==> src/sv/adpcm_pkg.sv <==
`timescale 1ns / 1ps
`default_nettype none

package adpcm_pkg;

  localparam int unsigned SampleW = 16;
  localparam int unsigned StepW   = 15;
  localparam int unsigned CodeW   = 4;

  localparam logic [StepW-1:0] StepInit = 15'd127;
  localparam logic [StepW-1:0] StepMin  = 15'd127;
  localparam logic [StepW-1:0] StepMax  = 15'd24576;

  typedef logic signed [SampleW-1:0] sample_t;
  typedef logic [StepW-1:0]          step_t;
  typedef logic [CodeW-1:0]          code_t;

  typedef struct packed {
    sample_t pred;
    step_t   step;
  } nib_state_t;

  function automatic logic [7:0] step_factor(input logic [2:0] mag);
    logic [7:0] f;
    case (mag)
      3'd4:    f = 8'd77;
      3'd5:    f = 8'd102;
      3'd6:    f = 8'd128;
      3'd7:    f = 8'd153;
      default: f = 8'd57;
    endcase
    return f;
  endfunction

endpackage

`default_nettype wire

==> src/sv/adpcm_in_if.sv <==
`timescale 1ns / 1ps
`default_nettype none

interface adpcm_in_if;
  logic       valid;
  logic       ready;
  logic [7:0] adpcm_byte;
  logic       voice_start;

  modport source (output valid, output adpcm_byte, output voice_start, input ready);
  modport sink   (input valid, input adpcm_byte, input voice_start, output ready);
endinterface

`default_nettype wire

==> src/sv/adpcm_out_if.sv <==
`timescale 1ns / 1ps
`default_nettype none

interface adpcm_out_if;
  logic               valid;
  logic               ready;
  logic signed [15:0] pcm_sample;
  logic               pair_last;

  modport source (output valid, output pcm_sample, output pair_last, input ready);
  modport sink   (input valid, input pcm_sample, input pair_last, output ready);
endinterface

`default_nettype wire

==> src/sv/adpcm_nibble.sv <==
`timescale 1ns / 1ps
`default_nettype none

module adpcm_nibble
  import adpcm_pkg::*;
(
  input  code_t      code,
  input  nib_state_t cur,
  output nib_state_t nxt
);

  logic [3:0]         odd;
  logic [18:0]        scaled;
  logic [15:0]        delta;
  logic signed [17:0] pred_ext;
  logic signed [17:0] delta_ext;
  logic signed [17:0] sum;
  logic [22:0]        prod;
  logic [16:0]        step_raw;

  always_comb begin
    odd       = {code[2:0], 1'b1};
    scaled    = 19'(odd) * 19'(cur.step);
    delta     = scaled[18:3];
    pred_ext  = {{2{cur.pred[15]}}, cur.pred};
    delta_ext = $signed({2'b00, delta});
    sum       = code[3] ? (pred_ext - delta_ext) : (pred_ext + delta_ext);
    if (sum > 18'sd32767) begin
      nxt.pred = 16'sh7fff;
    end else if (sum < -18'sd32768) begin
      nxt.pred = 16'sh8000;
    end else begin
      nxt.pred = sum[15:0];
    end

    prod     = 23'(cur.step) * 23'(step_factor(code[2:0]));
    step_raw = prod[22:6];
    if (step_raw < 17'(StepMin)) begin
      nxt.step = StepMin;
    end else if (step_raw > 17'(StepMax)) begin
      nxt.step = StepMax;
    end else begin
      nxt.step = step_raw[14:0];
    end
  end

endmodule

`default_nettype wire

==> src/sv/adpcm_nibble_decoder_unit.sv <==
`timescale 1ns / 1ps
`default_nettype none

// channel   dir  payload                          beats
// in_chan   in   adpcm_byte[7:0], voice_start     one per byte
// out_chan  out  pcm_sample[15:0] s, pair_last    two per byte, high nibble first
//
// The nibble datapath decodes one nibble a cycle while the output is not stalled, since
// each nibble needs the predictor and step left by the one before.
// A byte beat lands in the input register; its first sample is then decoded into the output register.
// Reset (rst_n low, synchronous) clears predictor to 0 and step to 127.
// A stalled result holds in the output register and the datapath waits; the
// next byte is taken in the cycle the low nibble is decoded.

module adpcm_nibble_decoder_unit
  import adpcm_pkg::*;
(
  input  wire               clk,
  input  wire               rst_n,
  adpcm_in_if.sink          in_chan,
  adpcm_out_if.source       out_chan
);

  logic       item_vld_r, item_vld_nxt;
  logic [7:0] byte_r, byte_nxt;
  logic       vs_r, vs_nxt;
  logic       phase_r, phase_nxt;
  sample_t    pred_r, pred_nxt;
  step_t      step_r, step_nxt;
  logic       out_vld_r, out_vld_nxt;
  sample_t    sample_r, sample_nxt;
  logic       last_r, last_nxt;

  logic       advance;
  logic       in_fire;
  code_t      code;
  nib_state_t cur_st;
  nib_state_t new_st;

  assign advance        = item_vld_r && (!out_vld_r || out_chan.ready);
  assign in_chan.ready  = !item_vld_r || (advance && phase_r);
  assign in_fire        = in_chan.valid && in_chan.ready;
  assign code           = phase_r ? byte_r[3:0] : byte_r[7:4];

  always_comb begin
    if (!phase_r && vs_r) begin
      cur_st.pred = '0;
      cur_st.step = StepInit;
    end else begin
      cur_st.pred = pred_r;
      cur_st.step = step_r;
    end
  end

  adpcm_nibble u_nibble (
    .code (code),
    .cur  (cur_st),
    .nxt  (new_st)
  );

  always_comb begin
    item_vld_nxt = item_vld_r;
    byte_nxt     = byte_r;
    vs_nxt       = vs_r;
    phase_nxt    = phase_r;
    pred_nxt     = pred_r;
    step_nxt     = step_r;
    out_vld_nxt  = out_vld_r;
    sample_nxt   = sample_r;
    last_nxt     = last_r;

    if (advance) begin
      pred_nxt    = new_st.pred;
      step_nxt    = new_st.step;
      phase_nxt   = !phase_r;
      out_vld_nxt = 1'b1;
      sample_nxt  = new_st.pred;
      last_nxt    = phase_r;
      if (phase_r) begin
        item_vld_nxt = 1'b0;
      end
    end else if (out_chan.ready) begin
      out_vld_nxt = 1'b0;
    end

    if (in_fire) begin
      item_vld_nxt = 1'b1;
      byte_nxt     = in_chan.adpcm_byte;
      vs_nxt       = in_chan.voice_start;
      phase_nxt    = 1'b0;
    end
  end

  always_ff @(posedge clk) begin
    if (!rst_n) begin
      item_vld_r <= 1'b0;
      phase_r    <= 1'b0;
      pred_r     <= '0;
      step_r     <= StepInit;
      out_vld_r  <= 1'b0;
    end else begin
      item_vld_r <= item_vld_nxt;
      phase_r    <= phase_nxt;
      pred_r     <= pred_nxt;
      step_r     <= step_nxt;
      out_vld_r  <= out_vld_nxt;
    end
    byte_r   <= byte_nxt;
    vs_r     <= vs_nxt;
    sample_r <= sample_nxt;
    last_r   <= last_nxt;
  end

  assign out_chan.valid      = out_vld_r;
  assign out_chan.pcm_sample = sample_r;
  assign out_chan.pair_last  = last_r;

  a_fire_starts_high: assert property (@(posedge clk) disable iff (!rst_n)
    in_fire |=> (item_vld_r && !phase_r))
    else $error("byte beat did not start at the high nibble");

  a_high_then_low: assert property (@(posedge clk) disable iff (!rst_n)
    (advance && !phase_r) |=> (item_vld_r && phase_r && out_vld_r && !last_r))
    else $error("high nibble not followed by low nibble");

  a_step_range: assert property (@(posedge clk) disable iff (!rst_n)
    (step_r >= StepMin) && (step_r <= StepMax))
    else $error("step out of range");

  a_idle_ready: assert property (@(posedge clk) disable iff (!rst_n)
    !item_vld_r |-> in_chan.ready)
    else $error("empty input register not ready");

endmodule

`default_nettype wire
==> src/flat_wrapper.sv <==
// flat-port wrapper written by rule: the top's interface ports become plain ports
module adpcm_nibble_decoder_unit_flat import adpcm_pkg::*;
  (clk, rst_n, in_chan_valid, in_chan_adpcm_byte, in_chan_voice_start, in_chan_ready, out_chan_valid, out_chan_pcm_sample, out_chan_pair_last, out_chan_ready);
  adpcm_in_if in_chan_i ();
  adpcm_out_if out_chan_i ();
  input  wire clk;
  input  wire rst_n;
  input wire logic [$bits(in_chan_i.valid)-1:0] in_chan_valid;
  input wire logic [$bits(in_chan_i.adpcm_byte)-1:0] in_chan_adpcm_byte;
  input wire logic [$bits(in_chan_i.voice_start)-1:0] in_chan_voice_start;
  output wire logic [$bits(in_chan_i.ready)-1:0] in_chan_ready;
  output wire logic [$bits(out_chan_i.valid)-1:0] out_chan_valid;
  output wire logic [$bits(out_chan_i.pcm_sample)-1:0] out_chan_pcm_sample;
  output wire logic [$bits(out_chan_i.pair_last)-1:0] out_chan_pair_last;
  input wire logic [$bits(out_chan_i.ready)-1:0] out_chan_ready;
  assign in_chan_i.valid = in_chan_valid;
  assign in_chan_i.adpcm_byte = in_chan_adpcm_byte;
  assign in_chan_i.voice_start = in_chan_voice_start;
  assign in_chan_ready = in_chan_i.ready;
  assign out_chan_valid = out_chan_i.valid;
  assign out_chan_pcm_sample = out_chan_i.pcm_sample;
  assign out_chan_pair_last = out_chan_i.pair_last;
  assign out_chan_i.ready = out_chan_ready;
  adpcm_nibble_decoder_unit u_core (.clk(clk), .rst_n(rst_n), .in_chan(in_chan_i), .out_chan(out_chan_i));
endmodule
==> config.mk <==
export PLATFORM = sky130hd
export DESIGN_NAME = adpcm_nibble_decoder_unit_flat
export DESIGN_NICKNAME = d
export VERILOG_FILES = /design/src/sv/adpcm_pkg.sv /design/src/sv/adpcm_in_if.sv /design/src/sv/adpcm_out_if.sv /design/src/sv/adpcm_nibble.sv /design/src/sv/adpcm_nibble_decoder_unit.sv /design/src/flat_wrapper.sv
export SDC_FILE = /design/constraint.sdc
export NUM_CORES = 1
export LEC_CHECK = 0
export BUFFER_PORTS_ARGS = -buffer_cell sky130_fd_sc_hd__buf_2
export CORE_UTILIZATION = 50
export DETAILED_ROUTE_END_ITERATION = 6
export PLACE_DENSITY = 0.67
export SYNTH_ARGS = -nofsm -noshare
export SYNTH_HDL_FRONTEND = slang
export SYNTH_SLANG_ARGS = --single-unit
==> constraint.sdc <==
create_clock -name clk -period 18.4 [get_ports clk]
set_input_delay 2.76 -clock clk [delete_from_list [all_inputs] [get_ports clk]]
set_output_delay 2.76 -clock clk [all_outputs]
set_load 0.005 [all_outputs]
==> flow_metrics.py <==
metrics = {
    "run": {
        "max_cap_viol_count": 0,
    },
    "yosys": {
        "synth_edf_count": 26,
        "netlist_area_um2": 9060,
        "synthArstFlopShare_pct": 0,
        "synthDistinctLibCells": 83,
        "syn_inst": 1036,
        "seq_area_frac_synth_pct": 16.1,
        "yosys_warnings": 0,
        "synth_flop_cell": "dfxtp_1",
        "synth_nets": 1232,
        "avgSynthCellArea_um2": 8.75,
        "synth_seq_cells": 60,
    },
    "timing": {
        "fin_crit_sh_pct": 44.7,
        "period_minus_slack_ns": 8.23,
        "maxSlewViolCount": 0,
        "worst_pin_slew_ns": 0.781,
        "fmax_ghz": 0.121,
        "fin_setup_tns_ns": 0,
        "setup_viol": 0,
        "rsz0062_at_grt": "false",
        "max_slew_margin_pct": 46.8,
        "hold_viol": 0,
        "skew_ns": 0.00526,
    },
    "placed_design": {
        "gp_congestion": 0.910,
        "dp_cells": 1265,
        "hpwl_mm": 18.2,
        "place_area_um2": 9370,
        "port_buffers": 31,
    },
    "detailed_routing": {
        "routedWlPerCell_um": 17.2,
        "num_vias": 7279,
        "totalWireLength_mm": 22.1,
        "drt-pass1-iter-count": 5,
        "viasPerCell": 5.68,
        "ant_nets": 0,
        "drt_iter0_markers": 472,
        "drc_errors": 0,
    },
    "clocking": {
        "root_buffer": "clkbuf_16",
        "cts_tree": "built",
        "clkTransAtPathRegs_ns": 0.06,
        "cts_hold_buf": 0,
        "cts_setup_buffers": 0,
        "cts.htree.levels": 3,
        "cts_sinks": 60,
        "clk_latency_ns": 0.34,
        "cts_inserted_buffers": 9,
        "clk_path_buf_depth": 2,
        "post_cts_resized": 0,
    },
    "global_route": {
        "grt_pass1_vias": 7284,
        "gr-total-overflow": 0,
        "antenna_found_initial": 0,
        "grt_use_total_pct": 25.6,
        "grt_max_degree": 38,
        "grt_pass1_wl_mm": 36.7,
    },
    "finish": {
        "layout_commonest_cell": "inv_1",
        "fin_nets": 1247,
        "final_cell_mix": "138 x inv_1, 112 x nor2_1, 104 x fa_1, 89 x nand2_1, 79 x ha_1",
        "layout-drive-gt1-share_pct": 10.1,
        "fin_area_um2": 9690,
        "area_growth_pct": 6.92,
        "antennaDiodeCount": 0,
        "fin_cells": 1281,
    },
    "setup_path": {
        "timing.critical_path.from": "u_core.phase_r",
        "end_kind": "flip-flop",
        "crit_path_start_kind": "flip-flop",
        "cp_data_required_time_ns": 18.55,
        "crit_arrival_ns": 8.38,
        "r2r-start": "u_core.phase_r",
        "criticalPathCategory": "reg -> reg",
        "crit_fanout": 16,
    },
    "die": {
        "ios": 32,
        "rows": 48,
        "fp.dieArea_um2": 18700,
        "start_util_pct": 51.9,
        "die_h_um": 137,
        "coreArea_um2": 17500,
        "die-width_um": 137,
    },
    "run_status": {
        "status": "complete, no violations",
    },
    "power_and_ir_drop": {
        "leakage_nw": 4.85,
        "p_total_w": 0.00204,
        "irDropWorstVdd_mv": 0.365,
        "power_density_nw_per_um2": 211,
    },
    "hold_path": {
        "hold_path_class": "reg -> reg",
        "min-delay-start": "u_core.pred_r[15]",
    },
}
-- metrics by stage --
stage / worst slack (ns) / utilization, % / hold slack (ns)
6_report: 10.17 / 55.5 / 0.466
5_1_grt: 9.56 / 55.5 / 0.504
4_1_cts: 10.24 / 55.5 / 0.468
3_5_place_dp: 10.23 / 53.6 / 0.460
3_3_place_gp: 10.42 / 53.6 / 0.451
2_1_floorplan: 11.13 / - / 0.444
-- worst max-delay path, stage by stage, from the launching register on --
cell and delay, ns:
dfxtp_1 0.72, nor2b_1 0.32, nor2_1 0.46, nor2_1 0.12, fa_1 0.58, fa_1 0.46, fa_1 0.47, a21oi_1 0.30
o21ai_1 0.13, a211oi_2 0.27, nor2_1 0.09, xnor2_1 0.55, nand3_1 0.23, o21ai_0 0.26, xor2_1 0.17, ha_1 0.28
a21o_1 0.22, or2_1 0.30, or3_1 0.38, a211o_1 0.28, o211ai_1 0.27, nor2_1 0.14, mux2i_4 0.65, nand2_1 0.18
o21ai_0 0.18
-- routing by layer --
| metal | GRT usage (%) | part of all wire [%] | up-vias | wire (um) |
|---|---|---|---|---|
| li1 | - | - | 3501 | - |
| met1 | 33.8 | 45 | 3565 | 10000 |
| met2 | 42.5 | 48 | 178 | 10600 |
| met3 | 4.33 | 4.0 | 35 | 886 |
| met4 | 8.46 | 2.6 | 0 | 582 |
| met5 | 0 | 0 | - | 0 |
-- where the power goes --
group / internal, W / switching, W
clock network: 0.000119 / 0.0000699
logic: 0.000681 / 0.000969
registers: 0.000188 / 0.0000156
-- layout make-up --
class	instances	area, um2
fill	1615	7780
multi-input combinational	804	6900
sequential	60	1460
inverter	138	518
tap	225	282
clock buffer	9	225
timing repair buffer	38	208
clock inverter	7	100
-- worst paths after layout --
path	end	slack (ns)	cells after the start
worst max-delay path	u_core.out_chan.pcm_sample[14]	10.17	24
worst min-delay path	u_core.pred_r[15]	0.47	2
worst max register to register	u_core.out_chan.pcm_sample[14]	10.17	24
worst min register to register	u_core.pred_r[15]	0.47	2
-- flip-flops by register name, summed over array words and instances, names as in the netlist --
name,cells
u_core.phase_r,1
u_core.vs_r,1
u_core.byte_r,8
u_core.out_chan.pcm_sample,16
u_core.item_vld_r,1
u_core.pred_r,16
u_core.out_chan.valid,1
u_core.step_r,15
u_core.out_chan.pair_last,1
-- cell usage after synthesis, types with 24 or more instances --
master	n	area, um2
inv_1	138	518
fa_1	104	2080
a21o_1	24	180
dfxtp_1	34	681
nand3_1	31	155
nor2_1	112	420
a21oi_1	40	200
ha_1	79	988
edfxtp_1	26	781
o21ai_0	36	180
nand2_1	89	334
xor2_1	27	236
xnor2_1	37	324
-- cells by family after synthesis --
kind of cell | count (synthesis) | share of synthesized area (%)
and+or+nand+nor | 339 | 18.4
adders and majority gates | 183 | 33.9
muxes | 9 | 1.37
xor gates and xnor gates | 66 | 6.67
DFF | 60 | 16.1
buffers and inverters | 172 | 7.87
AOI/OAI and AO/OA | 207 | 15.7
Note: power is estimated with default switching activity, not from simulation.
